===== src/hdl/riscv_branch_target_decode_defines.svh =====
// Assertion macros shared by the branch target decoder RTL.
`ifndef RISCV_BRANCH_TARGET_DECODE_DEFINES_SVH
`define RISCV_BRANCH_TARGET_DECODE_DEFINES_SVH

// Same-cycle implication, checked at every rising edge outside reset.
`define RBTD_ASSERT_NOW(lbl, clk, rst_n, ante, cons, msg) \
    lbl: assert property (@(posedge clk) disable iff (!(rst_n)) (ante) |-> (cons)) \
        else $error(msg);

// Next-cycle implication, checked at every rising edge outside reset.
`define RBTD_ASSERT_NEXT(lbl, clk, rst_n, ante, cons, msg) \
    lbl: assert property (@(posedge clk) disable iff (!(rst_n)) (ante) |=> (cons)) \
        else $error(msg);

`endif


===== src/hdl/rbtd_pkg.sv =====
// Types and decode constants for the branch target decoder.
`timescale 1ns / 1ps

package rbtd_pkg;

    // Major opcodes and match masks of the 32-bit forms.
    localparam logic [6:0]  OPC_JAL      = 7'h6f;
    localparam logic [6:0]  OPC_BRANCH   = 7'h63;
    localparam logic [31:0] MASK_JALR    = 32'h0000_707f;
    localparam logic [31:0] MATCH_JALR   = 32'h0000_0067;
    localparam logic [2:0]  F3_RSVD_A    = 3'd2;
    localparam logic [2:0]  F3_RSVD_B    = 3'd3;

    // Match masks of the compressed forms.
    localparam logic [15:0] MASK_C_TOP   = 16'he003;
    localparam logic [15:0] MATCH_C_J    = 16'ha001;
    localparam logic [15:0] MATCH_C_BEQZ = 16'hc001;
    localparam logic [15:0] MATCH_C_BNEZ = 16'he001;
    localparam logic [15:0] MASK_C_JR    = 16'hf07f;
    localparam logic [15:0] MATCH_C_JR   = 16'h8002;
    localparam logic [15:0] MATCH_C_JALR = 16'h9002;

    // Instruction lengths that decode.
    localparam logic [3:0]  LEN_FULL     = 4'd4;
    localparam logic [3:0]  LEN_HALF     = 4'd2;

    // Decode flags that travel with an item down the pipeline.
    typedef struct packed {
        logic       branch;
        logic       uncond;
        logic       uses_base;
        logic [4:0] base_index;
    } t_ctrl;

endpackage


===== src/hdl/rbtd_in_if.sv =====
// Input channel of the branch target decoder: instruction, length, pc and rs1 value.
`timescale 1ns / 1ps

interface rbtd_in_if;
    logic        valid;
    logic        ready;
    logic [31:0] insn_word;
    logic [3:0]  insn_length;
    logic [63:0] pc_addr;
    logic [63:0] base_value;

    modport source (output valid, output insn_word, output insn_length,
                    output pc_addr, output base_value, input ready);
    modport sink   (input valid, input insn_word, input insn_length,
                    input pc_addr, input base_value, output ready);
endinterface


===== src/hdl/rbtd_out_if.sv =====
// Result channel of the branch target decoder: flags, target and rs1 index.
`timescale 1ns / 1ps

interface rbtd_out_if;
    logic        valid;
    logic        ready;
    logic        branch_flag;
    logic        uncond_flag;
    logic [63:0] jump_target;
    logic        uses_base;
    logic [4:0]  base_index;

    modport source (output valid, output branch_flag, output uncond_flag,
                    output jump_target, output uses_base, output base_index,
                    input ready);
    modport sink   (input valid, input branch_flag, input uncond_flag,
                    input jump_target, input uses_base, input base_index,
                    output ready);
endinterface


===== src/hdl/riscv_branch_target_decode.sv =====
// RISC-V RV64IC branch and jump target decoder. Each transfer on i_in carries one
// instruction word with its byte length, its pc and the value of its rs1 register;
// each transfer on o_out gives one result: branch and unconditional flags, the rs1
// index, whether the target comes from rs1, and the 64-bit target (zero and all
// flags clear for anything that is not jal, jalr, a conditional branch, c.j, c.jr,
// c.jalr, c.beqz or c.bnez; lengths other than 2 and 4 never decode). The block
// takes one instruction every cycle while the consumer does not stall. Each item
// passes through the registered stages in order before it reaches o_out:
// stage one decodes and builds the immediate, stage two adds the low 32 bits,
// stage three adds the high 32 bits and holds the result for the consumer. A
// stalled consumer backs the pipeline up stage by stage.
`timescale 1ns / 1ps
`include "riscv_branch_target_decode_defines.svh"

module riscv_branch_target_decode (
    input  logic      i_clk,
    input  logic      i_rst_n,
    rbtd_in_if.sink   i_in,
    rbtd_out_if.source o_out
);
    import rbtd_pkg::*;

    // Stage valid bits.
    logic r_v1, r_v2, r_v3;
    logic s1_free, s2_free, s3_free;

    // Stage one registers.
    t_ctrl       r1_ctrl;
    logic [63:0] r1_addend;
    logic [63:0] r1_offset;

    // Stage two registers.
    t_ctrl       r2_ctrl;
    logic [31:0] r2_lo;
    logic        r2_carry;
    logic [31:0] r2_addend_hi;
    logic [31:0] r2_offset_hi;

    // Stage three (output) registers.
    t_ctrl       r3_ctrl;
    logic [63:0] r3_target;

    // Decode signals.
    t_ctrl       n_ctrl;
    logic [63:0] n_addend;
    logic [63:0] n_offset;
    logic [15:0] half;
    logic [4:0]  rs1_full;
    logic [4:0]  rs1_half;
    logic [20:0] imm_jal;
    logic [11:0] imm_jalr;
    logic [12:0] imm_br;
    logic [8:0]  imm_cb;
    logic [11:0] imm_cj;
    logic        is_full, is_half;
    logic        dec_jal, dec_jalr, dec_br, dec_cb, dec_cjr, dec_cj;

    logic [32:0] sum_lo;
    logic [31:0] sum_hi;
    logic [63:0] n_target;

    // Ready chain: a stage can load when it is empty or its content moves on.
    assign s3_free    = !r_v3 || o_out.ready;
    assign s2_free    = !r_v2 || s3_free;
    assign s1_free    = !r_v1 || s2_free;
    assign i_in.ready = s1_free;

    // Field extraction and immediate assembly.
    always_comb begin
        half     = i_in.insn_word[15:0];
        rs1_full = i_in.insn_word[19:15];
        rs1_half = half[11:7];
        imm_jal  = {i_in.insn_word[31], i_in.insn_word[19:12], i_in.insn_word[20],
                    i_in.insn_word[30:21], 1'b0};
        imm_jalr = i_in.insn_word[31:20];
        imm_br   = {i_in.insn_word[31], i_in.insn_word[7], i_in.insn_word[30:25],
                    i_in.insn_word[11:8], 1'b0};
        imm_cb   = {half[12], half[6:5], half[2], half[11:10], half[4:3], 1'b0};
        imm_cj   = {half[12], half[8], half[10:9], half[6], half[7], half[2],
                    half[11], half[5:3], 1'b0};
    end

    // Instruction classification.
    always_comb begin
        is_full  = (i_in.insn_length == LEN_FULL);
        is_half  = (i_in.insn_length == LEN_HALF);
        dec_jal  = is_full && (i_in.insn_word[6:0] == OPC_JAL);
        dec_jalr = is_full && ((i_in.insn_word & MASK_JALR) == MATCH_JALR);
        dec_br   = is_full && (i_in.insn_word[6:0] == OPC_BRANCH)
                   && (i_in.insn_word[14:12] != F3_RSVD_A)
                   && (i_in.insn_word[14:12] != F3_RSVD_B);
        dec_cb   = is_half && (((half & MASK_C_TOP) == MATCH_C_BEQZ)
                   || ((half & MASK_C_TOP) == MATCH_C_BNEZ));
        dec_cjr  = is_half && (((half & MASK_C_JR) == MATCH_C_JR)
                   || ((half & MASK_C_JR) == MATCH_C_JALR)) && (rs1_half != 5'd0);
        dec_cj   = is_half && ((half & MASK_C_TOP) == MATCH_C_J);
    end

    // Flags, addend and sign-extended offset for the item entering stage one.
    always_comb begin
        n_ctrl.branch     = dec_jal || dec_jalr || dec_br || dec_cb || dec_cjr || dec_cj;
        n_ctrl.uncond     = dec_jal || dec_jalr || dec_cjr || dec_cj;
        n_ctrl.uses_base  = dec_jalr || dec_cjr;
        n_ctrl.base_index = 5'd0;
        n_offset          = 64'd0;
        if (dec_jalr || dec_br) begin
            n_ctrl.base_index = rs1_full;
        end else if (dec_cjr) begin
            n_ctrl.base_index = rs1_half;
        end else if (dec_cb) begin
            n_ctrl.base_index = {2'b01, half[9:7]};
        end
        if (dec_jal) begin
            n_offset = {{43{imm_jal[20]}}, imm_jal};
        end else if (dec_jalr) begin
            n_offset = {{52{imm_jalr[11]}}, imm_jalr};
        end else if (dec_br) begin
            n_offset = {{51{imm_br[12]}}, imm_br};
        end else if (dec_cb) begin
            n_offset = {{55{imm_cb[8]}}, imm_cb};
        end else if (dec_cj) begin
            n_offset = {{52{imm_cj[11]}}, imm_cj};
        end
        if (!n_ctrl.branch) begin
            n_addend = 64'd0;
        end else if (n_ctrl.uses_base) begin
            n_addend = i_in.base_value;
        end else begin
            n_addend = i_in.pc_addr;
        end
    end

    // Stage one registers.
    always_ff @(posedge i_clk) begin
        if (!i_rst_n) begin
            r_v1 <= 1'b0;
        end else if (s1_free) begin
            r_v1 <= i_in.valid;
        end
        if (s1_free && i_in.valid) begin
            r1_ctrl   <= n_ctrl;
            r1_addend <= n_addend;
            r1_offset <= n_offset;
        end
    end

    // Low half of the target add.
    assign sum_lo = {1'b0, r1_addend[31:0]} + {1'b0, r1_offset[31:0]};

    always_ff @(posedge i_clk) begin
        if (!i_rst_n) begin
            r_v2 <= 1'b0;
        end else if (s2_free) begin
            r_v2 <= r_v1;
        end
        if (s2_free && r_v1) begin
            r2_ctrl      <= r1_ctrl;
            r2_lo        <= sum_lo[31:0];
            r2_carry     <= sum_lo[32];
            r2_addend_hi <= r1_addend[63:32];
            r2_offset_hi <= r1_offset[63:32];
        end
    end

    // High half of the target add; register-based targets drop bit 0.
    always_comb begin
        sum_hi   = r2_addend_hi + r2_offset_hi + {31'd0, r2_carry};
        n_target = {sum_hi, r2_lo[31:1], r2_lo[0] && !r2_ctrl.uses_base};
    end

    always_ff @(posedge i_clk) begin
        if (!i_rst_n) begin
            r_v3 <= 1'b0;
        end else if (s3_free) begin
            r_v3 <= r_v2;
        end
        if (s3_free && r_v2) begin
            r3_ctrl   <= r2_ctrl;
            r3_target <= n_target;
        end
    end

    // Result channel.
    assign o_out.valid       = r_v3;
    assign o_out.branch_flag = r3_ctrl.branch;
    assign o_out.uncond_flag = r3_ctrl.uncond;
    assign o_out.uses_base   = r3_ctrl.uses_base;
    assign o_out.base_index  = r3_ctrl.base_index;
    assign o_out.jump_target = r3_target;

    // Checks on the decode and pipeline logic.
    `RBTD_ASSERT_NOW(a_nonbranch_zero, i_clk, i_rst_n, r_v3 && !r3_ctrl.branch, (r3_target == 64'd0) && !r3_ctrl.uncond && !r3_ctrl.uses_base && (r3_ctrl.base_index == 5'd0), "non-branch result is not all zero")
    `RBTD_ASSERT_NOW(a_flag_order, i_clk, i_rst_n, r_v3, (!r3_ctrl.uses_base || r3_ctrl.uncond) && (!r3_ctrl.uncond || r3_ctrl.branch), "inconsistent branch flags")
    `RBTD_ASSERT_NOW(a_reg_target_even, i_clk, i_rst_n, r_v3 && r3_ctrl.uses_base, !r3_target[0], "register-based target is odd")
    `RBTD_ASSERT_NEXT(a_stage2_hold, i_clk, i_rst_n, r_v2 && !s3_free, r_v2 && $stable(r2_lo) && $stable(r2_ctrl), "stage two changed while stalled")

endmodule


===== src/flat_wrapper.sv =====
// flat-port wrapper written by rule: the top's interface ports become plain ports
module riscv_branch_target_decode_flat import rbtd_pkg::*;
  (i_clk, i_rst_n, i_in_valid, i_in_insn_word, i_in_insn_length, i_in_pc_addr, i_in_base_value, i_in_ready, o_out_valid, o_out_branch_flag, o_out_uncond_flag, o_out_jump_target, o_out_uses_base, o_out_base_index, o_out_ready);
  rbtd_in_if i_in_i ();
  rbtd_out_if o_out_i ();
  input  logic i_clk;
  input  logic i_rst_n;
  input wire logic [$bits(i_in_i.valid)-1:0] i_in_valid;
  input wire logic [$bits(i_in_i.insn_word)-1:0] i_in_insn_word;
  input wire logic [$bits(i_in_i.insn_length)-1:0] i_in_insn_length;
  input wire logic [$bits(i_in_i.pc_addr)-1:0] i_in_pc_addr;
  input wire logic [$bits(i_in_i.base_value)-1:0] i_in_base_value;
  output wire logic [$bits(i_in_i.ready)-1:0] i_in_ready;
  output wire logic [$bits(o_out_i.valid)-1:0] o_out_valid;
  output wire logic [$bits(o_out_i.branch_flag)-1:0] o_out_branch_flag;
  output wire logic [$bits(o_out_i.uncond_flag)-1:0] o_out_uncond_flag;
  output wire logic [$bits(o_out_i.jump_target)-1:0] o_out_jump_target;
  output wire logic [$bits(o_out_i.uses_base)-1:0] o_out_uses_base;
  output wire logic [$bits(o_out_i.base_index)-1:0] o_out_base_index;
  input wire logic [$bits(o_out_i.ready)-1:0] o_out_ready;
  assign i_in_i.valid = i_in_valid;
  assign i_in_i.insn_word = i_in_insn_word;
  assign i_in_i.insn_length = i_in_insn_length;
  assign i_in_i.pc_addr = i_in_pc_addr;
  assign i_in_i.base_value = i_in_base_value;
  assign i_in_ready = i_in_i.ready;
  assign o_out_valid = o_out_i.valid;
  assign o_out_branch_flag = o_out_i.branch_flag;
  assign o_out_uncond_flag = o_out_i.uncond_flag;
  assign o_out_jump_target = o_out_i.jump_target;
  assign o_out_uses_base = o_out_i.uses_base;
  assign o_out_base_index = o_out_i.base_index;
  assign o_out_i.ready = o_out_ready;
  riscv_branch_target_decode u_core (.i_clk(i_clk), .i_rst_n(i_rst_n), .i_in(i_in_i), .o_out(o_out_i));
endmodule

===== config.mk =====
export PLATFORM = sky130hd
export DESIGN_NAME = riscv_branch_target_decode_flat
export DESIGN_NICKNAME = d
export VERILOG_FILES = /design/src/hdl/rbtd_pkg.sv /design/src/hdl/rbtd_in_if.sv /design/src/hdl/rbtd_out_if.sv /design/src/hdl/riscv_branch_target_decode.sv /design/src/flat_wrapper.sv
export VERILOG_INCLUDE_DIRS = /design/src /design/src/hdl
export SDC_FILE = /design/constraint.sdc
export NUM_CORES = 1
export LEC_CHECK = 0
export BUFFER_PORTS_ARGS = -buffer_cell sky130_fd_sc_hd__buf_2
export CAP_MARGIN = 40
export CORE_ASPECT_RATIO = 1.75
export CORE_MARGIN = 8
export CORE_UTILIZATION = 45
export DETAILED_ROUTE_END_ITERATION = 12
export PLACE_DENSITY = 0.78
export SLEW_MARGIN = 25
export SYNTH_ARGS = -nofsm -noshare
export SYNTH_HDL_FRONTEND = slang
export SYNTH_SLANG_ARGS = --single-unit

===== constraint.sdc =====
create_clock -name i_clk -period 10.2 [get_ports i_clk]
set_clock_uncertainty 0.05 [all_clocks]
set_input_delay 2.04 -clock i_clk [delete_from_list [all_inputs] [get_ports i_clk]]
set_output_delay 2.04 -clock i_clk [all_outputs]
set_load 0.05 [all_outputs]

After elaboration in Yosys (flattened, before gate mapping)
Cells that the tools add are included.
- register bits: 316
- bits of input ports: 168
- output and inout bits: 74
- logic and storage cells: 79
- $add $sub $neg: 3
- eq/ne operators: 12
- muxes and demuxes: 9
- reduce and logical (&&, ||, !) cells: 32
- operators by type and width (operator ; number):
    64-bit 2-to-1 mux ; 6
    32-bit by 32-bit adder with 33-bit output ; 1
    32-bit by 1-bit adder with 32-bit output ; 1
    32-bit adder ; 1
    11-bit == test (second input constant) ; 2
    5-bit == test (second input constant) ; 3
    7-bit == test (second input constant) ; 2
    1-bit logical OR ; 14
    1-bit logical AND ; 13
    10-bit by 7-bit == test with 1-bit output (second input constant) ; 1
    5-bit 2-to-1 mux ; 2
    3-bit by 2-bit inequality test with 1-bit output (second input constant) ; 2
    5-bit nonzero test ; 1
    4-bit by 2-bit == test with 1-bit output (second input constant) ; 1
    4-bit by 3-bit == test with 1-bit output (second input constant) ; 1
    1-bit logical NOT ; 4
    4-bit 2-to-1 mux ; 1

Logic depth before layout (Yosys ltp)
Gate-level depths: netlist of the first run.
- depth after elaboration: 8
- mapped depth: 12

Worst setup path after synthesis of the first run
OpenSTA, ideal clock, no wires.
- path kind: input-to-reg
- start: input o_out_ready
- end: register u_core.r2_addend_hi[0] (enable)
- setup time: 0.619 ns
- arrival time: 7.514 ns
- data required time: 9.531 ns
- path slack: 2.017 ns
- cell stages on the path: 2
- cells stage by stage: nor2b_1 > a21boi_0
- longest elaborated chain between the ends: 3
- ends and longest elaborated chain (what ; line ; RTL):
    start: declaration ; flat_wrapper.sv:20 ; input wire logic [$bits(o_out_i.ready)-1:0] o_out_ready;
    1-bit logical OR ; riscv_branch_target_decode.sv:63 ; assign s3_free = !r_v3 || o_out.ready;
    1-bit logical OR ; riscv_branch_target_decode.sv:64 ; assign s2_free = !r_v2 || s3_free;
    1-bit logical AND ; riscv_branch_target_decode.sv:156 ; if (s2_free && r_v1) begin
    end signal: assignment ; riscv_branch_target_decode.sv:160 ; r2_addend_hi <= r1_addend[63:32];
    end: declaration ; riscv_branch_target_decode.sv:36 ; logic [31:0] r2_addend_hi;
No other way between the ends.
A chain may end at the register's enable or synchronous reset.

Final worst setup path of the first run
- start: input o_out_ready
- end: output i_in_ready
- longest elaborated chain between the ends: 3
- ends and longest elaborated chain (what ; line ; RTL):
    1-bit logical OR ; riscv_branch_target_decode.sv:63 ;
    1-bit logical OR ; riscv_branch_target_decode.sv:64 ;
    1-bit logical OR ; riscv_branch_target_decode.sv:65 ; assign s1_free = !r_v1 || s2_free;
    end: declaration ; flat_wrapper.sv:13 ; output wire logic [$bits(i_in_i.ready)-1:0] i_in_ready;
No other way between the ends.

==> flow_metrics.tcl, run 1 <==
set metrics [dict create \
    run_status "completed" \
    routed-wl-met2_mm 15.5 \
    clkSlewWorstSetupHoldPaths_ps 70 \
    cp_max_fo 6 \
    place.gp.congestion 0.887 \
    via_per_inst 5.38 \
    timing.rr.start "u_core.r2_offset_hi[30]" \
    setup_viol 0 \
    wl_per_cell_um 18.5 \
    worst_r2r_path_depth 13 \
    synth_cell_types 72 \
    die_w_um 140 \
    yosys.area.top_type "edfxtp_1" \
    cts_tree "built" \
    area_delta_synth_final_pct 19.6 \
    placed_area_um2 13600 \
    grt_setup_unrepaired "false" \
    multi_input_area_um2 4550 \
    path_class "input port to output pin" \
    max_freq_mhz 190 \
    synth_area_leaders "edfxtp_1, ha_1, nand2_1" \
    synthArstFlopShare 0 \
    clk_latency_ps 520 \
    highest_layer "met4" \
    ioPinCount 242 \
    syn-num-nets 1225 \
    htreeDepth 1 \
    totalNegativeSetupSlack_ps 0 \
    synth_commonest_cells "edfxtp_1, nand2_1, a21oi_1" \
    antenna_found_initial 1 \
    layout-drive-gt1-share 0.256 \
    initial_core_util 0.455 \
    track_usage 0.178 \
    hold_viol 0 \
    slew_headroom 0.492 \
    min_path_type "flop to flop" \
    die_area_um2 32500 \
    p_per_area_nw_per_um2 166 \
    cts_post_setup_buffers_inserted 0 \
    core_area_um2 26500 \
    synth_seq_cells 242 \
    p_comb_frac 0.135 \
    rows 79 \
    drtIter0Drc 391 \
    p_leak_nw 6.00 \
    ant_nets 0 \
    cts-hold-fix-buffers 0 \
    fin_nets 1467 \
    drt-met1-wl_mm 11.0 \
    die_h_um 233 \
    switching_share 0.244 \
    grt_max_degree 65 \
    synth.most_common_cell "edfxtp_1" \
    hpwl_mm 21.6 \
    end_kind "output pin" \
    yosysSeqAreaShare 0.600 \
    io_buffers 241 \
    vias 8486 \
    grt_pass1_vias 8888 \
    grt-ovfl-total 0 \
    internal-power_mw 1.81 \
    worst_r2r_endpoint "u_core.o_out.jump_target[56]" \
    avgSynthCellArea_um2 12.2 \
    post-route-period-util 0.516 \
    cts_buffer_depth 3 \
    drc 0 \
    setup.worst_path.start_class "input port" \
    finalCriticalPeriod_ps 5260 \
    switchingPower_uw 585 \
    worstMarginPinSlew_ps 760 \
    pwr-share-clk 0.374 \
    syn-cell-area_um2 12100 \
    synth_top_area_frac 0.595 \
    cts.sinks 242 \
    wl_mm 29.2 \
    met3WireLength_mm 1.77 \
    synth_edf_count 239 \
    cp-startpoint "o_out_ready" \
    rrSetupSlack_ps 6410 \
    crit_arrival_ps 3170 \
    cts_buffers 24 \
    pwr-share-seq 0.492 \
    max-cap-violations 0 \
    ir_worst_vdd_mv 0.0978 \
    finalInstanceArea_um2 14400 \
    ctsResizeCount 0 \
    endpoint "i_in_ready" \
    grt_pass1_wl_mm 46.1 \
    n_fill_cell 2314 \
    syn_inst 992 \
    ff_latch_area_um2 7240 \
    min_from "u_core.r2_lo[19]" \
    dr.pass1.iters 7 \
    yosysWarnings 0 \
    ctsRootBufferMaster "clkbuf_16" \
    cp.required_ps 8110 \
    ys.flop_type "edfxtp_1" \
    final_max_slew_viol_count 0 \
]
[power groups by stage]
stage	Combinational, mW	Sequential (mW)	Clock [mW]
6_report	0.322	1.18	0.895
5_1_grt	0.355	1.18	0.954
4_1_cts	0.322	1.18	0.921
3_5_place_dp	0.321	1.20	0
3_3_place_gp	0.314	1.20	0
2_1_floorplan	0.188	1.24	0
[metrics by stage]
| step | power, mW | setup slack, ps | hold WS [ps] | std cells | util |
|---|---|---|---|---|---|
| floorplan | 1.42 | 2020 | 350 | 992 | - |
| global placement | 1.51 | 5010 | 352 | 1529 | 0.512 |
| detailed placement | 1.52 | 4950 | 355 | 1531 | 0.513 |
| CTS | 2.42 | 4930 | 366 | 1574 | 0.543 |
| global route | 2.49 | 4850 | 373 | 1576 | 0.545 |
| finish | 2.39 | 4940 | 365 | 1576 | 0.545 |
[state kept, by name, indices dropped and copies added, names as in the netlist]
signal                    flops
u_core.r_v2                   1
u_core.o_out.uncond_flag      1
u_core.r_v1                   1
u_core.o_out.jump_target     64
u_core.o_out.base_index       5
u_core.r2_offset_hi           1
u_core.r2_addend_hi          32
u_core.r2_ctrl                8
u_core.o_out.valid            1
u_core.o_out.branch_flag      1
u_core.r1_ctrl                8
u_core.r1_offset             21
u_core.r1_addend             64
u_core.o_out.uses_base        1
u_core.r2_lo                 32
u_core.r2_carry               1
[how the worst min path moves through the flow]
stage	cells after the start	to	slack [ps]
CTS	0	u_core.o_out.jump_target[19]	370
global route	0	u_core.r2_addend_hi[17]	370
detailed placement	0	u_core.o_out.jump_target[21]	350
finish	0	u_core.o_out.jump_target[19]	360
global placement	0	u_core.r2_ctrl[7]	350
floorplan	0	u_core.o_out.base_index[0]	350
[per-layer routing]
layer	vias up	track usage
met3	56	0.0353
met1	3948	0.189
met2	278	0.335
li1	4204	-
met4	0	0.0767
met5	-	0
[area by class of cell]
type                       instances  share of cell area
antenna                            1            0.000173
clock buffer                      27              0.0439
clock inverter                    16              0.0115
inverter                          29             0.00755
multi-input combinational        685               0.315
sequential                       242               0.502
tap                              324              0.0281
timing repair buffer             252              0.0916
[worst max-delay path, stage by stage]
cell and delay (ps):
buf_2 90, nor2b_1 590, nand3_1 190, buf_2 260
[cells in the final DEF, fill, tap and decap left out, types with 4 or more instances in the layout]
cell type  instances
buf_2            241
edfxtp_1         239
nand2_1          161
a21oi_1          116
ha_1              62
a21o_1            48
xnor2_1           37
nor2_1            33
inv_1             28
clkbuf_16         25
o21ai_0           21
nand3_1           19
xor2_1            17
and3_1            15
buf_4              9
nand2b_1           8
nor3_1             8
a22o_1             8
o21a_1             7
nor2b_1            7
a31oi_1            6
a211oi_1           6
o21bai_1           6
o211ai_1           5
or3_1              5
a21boi_0           5
clkinv_2           5
nand4_1            4
o21ai_2            4
a221o_1            4
[logic make-up after synthesis]
family / count (synthesis) / share of synthesized area
AO/OA/AOI/OAI: 279 / 0.155
XOR/XNOR: 54 / 0.0392
adder cells (fa/ha/maj): 65 / 0.0693
buffers and inverters: 65 / 0.0268
flip-flops: 242 / 0.600
AND/OR/NAND/NOR: 287 / 0.110
(Power assumes the default switching activity.)
==> run 2, diff against run 1 <==
==> constraint.sdc (replaced) <==
create_clock -name i_clk -period 5 [get_ports i_clk]
set_clock_uncertainty 0.05 [all_clocks]
set_input_delay 1 -clock i_clk [delete_from_list [all_inputs] [get_ports i_clk]]
set_output_delay 1 -clock i_clk [all_outputs]
set_load 0.05 [all_outputs]
==> run 2 against run 1 <==
  * Count of clock-buffer cells in the layout unchanged
  * Wire length down 0.31%
  * Register-to-register slack worse by 4900 ps
==> flow_metrics.tcl, run 2 (synthesis gave the netlist of run 1 again) <==
set metrics [dict create \
    run_status "completed" \
    path_cells "buf_4, inv_1, fa_1, nor2b_1, o21a_1, o21ai_0, a21boi_0, o21a_1, o221ai_1, o21ai_1, a21boi_0, xnor2_1" \
    wl_mm 29.1 \
    cts_post_setup_buffers_inserted 0 \
    cts.sinks 242 \
    p_leak_nw 6.00 \
    die_area_um2 32500 \
    max_stage_delay_ps 480 \
    grt_pass1_wl_mm 45.7 \
    place.gp.congestion 0.864 \
    area_delta_synth_final_pct 19.8 \
    via_per_inst 5.48 \
    ir_worst_vdd_mv 0.248 \
    cts_buffer_depth 3 \
    ioPinCount 242 \
    ctsRootBufferMaster "clkbuf_16" \
    cts_buffers 24 \
    max-cap-violations 0 \
    core_area_um2 26500 \
    p_per_area_nw_per_um2 337 \
    dpl_worst_slack_ps 972 \
    rows 79 \
    fin_ws_ps 1500 \
    slowest_stage "fa_1" \
    worst_r2r_path_depth 12 \
    rrSetupSlack_ps 1500 \
    drtIter0Drc 474 \
    cts_tree "built" \
    ctsResizeCount 0 \
    grt_pass1_vias 9060 \
    drc 0 \
    end_kind "flop" \
    cts-hold-fix-buffers 0 \
    hold_depth 0 \
    min_path_type "flop to flop" \
    totalNegativeSetupSlack_ps 0 \
    vias 8635 \
    grt_setup_unrepaired "false" \
    setup.worst_path.start_class "flop" \
    hpwl_mm 21.4 \
    cp-startpoint "u_core.r2_offset_hi[30]" \
    grt_max_degree 94 \
    track_usage 0.175 \
    crit_arrival_ps 3710 \
    timing.rr.start "u_core.r2_offset_hi[30]" \
    grt-ovfl-total 0 \
    worst_r2r_endpoint "u_core.o_out.jump_target[58]" \
    worstMarginPinSlew_ps 717 \
    die_h_um 233 \
    slew_headroom 0.521 \
    wl_per_cell_um 18.4 \
    cp_max_fo 32 \
    post-route-period-util 0.699 \
    final_max_slew_viol_count 0 \
    holdPathEnd "u_core.o_out.jump_target[23]" \
    max_freq_mhz 286 \
    htreeDepth 1 \
    cp.required_ps 5210 \
    clk_latency_ps 530 \
    min_from "u_core.r2_lo[23]" \
    ant_nets 0 \
    io_buffers 241 \
    fin_nets 1467 \
    final_common_cell "buf_2" \
    initial_core_util 0.455 \
    power_mw 4.87 \
    clkSlewWorstSetupHoldPaths_ps 60 \
    die_w_um 140 \
    layout-drive-gt1-share 0.256 \
    setup_viol 0 \
    antenna_found_initial 1 \
    hold_viol 0 \
    dr.pass1.iters 5 \
    finalCriticalPeriod_ps 3500 \
    final_cell_mix "buf_2, edfxtp_1, nand2_1, a21oi_1, ha_1" \
    worst_hold_slack_ps 364 \
    path_class "flop to flop" \
]
run 2: cell counts in the layout (fill, tap and decap cells not counted):
No cell type changed its count.
run 2: area by class of cell:
type / instances / area (um2)
diodes: 1 / 2.50
well taps: 324 / 405
inverters: 29 / 109
clock inverters: 16 / 186
fillers: 2311 / 12000
multi-input cells: 685 / 4550
flip-flops and latches: 242 / 7240
clock buffers: 27 / 612
repair buffers: 252 / 1350
run 2: report_power, final:
group	internal, mW	switching (mW)	total [mW]
sequential	2.36	0.0394	2.40
clock	1.05	0.764	1.81
combinational	0.259	0.399	0.658
run 2: how the worst max path moves through the flow:
stage | end
floorplan | u_core.o_out.base_index[0]
global placement | u_core.r1_addend[4]
detailed placement | u_core.r1_addend[10]
CTS | u_core.o_out.jump_target[62]
global route | u_core.o_out.jump_target[62]
finish | u_core.o_out.jump_target[58]
run 2: layer usage:
| metal | share of wire | wire (um) | vias up | track usage |
|---|---|---|---|---|
| met5 | 0 | 0 | - | 0 |
| met3 | 0.058 | 1700 | 81 | 0.0318 |
| met4 | 0.048 | 1400 | 0 | 0.0975 |
| met1 | 0.36 | 10600 | 4038 | 0.182 |
| met2 | 0.53 | 15400 | 319 | 0.327 |
| li1 | - | - | 4197 | - |
run 2: per-stage QoR:
step | area (um2) | cells | utilization
4_1_cts | 14400 | 1574 | 0.544
3_3_place_gp | 13600 | 1530 | 0.513
3_5_place_dp | 13600 | 1531 | 0.514
5_1_grt | 14400 | 1576 | 0.545
2_1_floorplan | 12100 | 992 | -
6_report | 14400 | 1576 | 0.545
run 2: worst max-delay path, delay by kind of cell, from the launching register on:
| family | cells | cell delay (ps) |
|---|---|---|
| compound gates | 7 | 1510 |
| xor+xnor | 1 | 150 |
| buf+inv | 2 | 530 |
| simple gates | 1 | 130 |
| fa+ha+maj | 1 | 480 |
| flops | 1 | 370 |
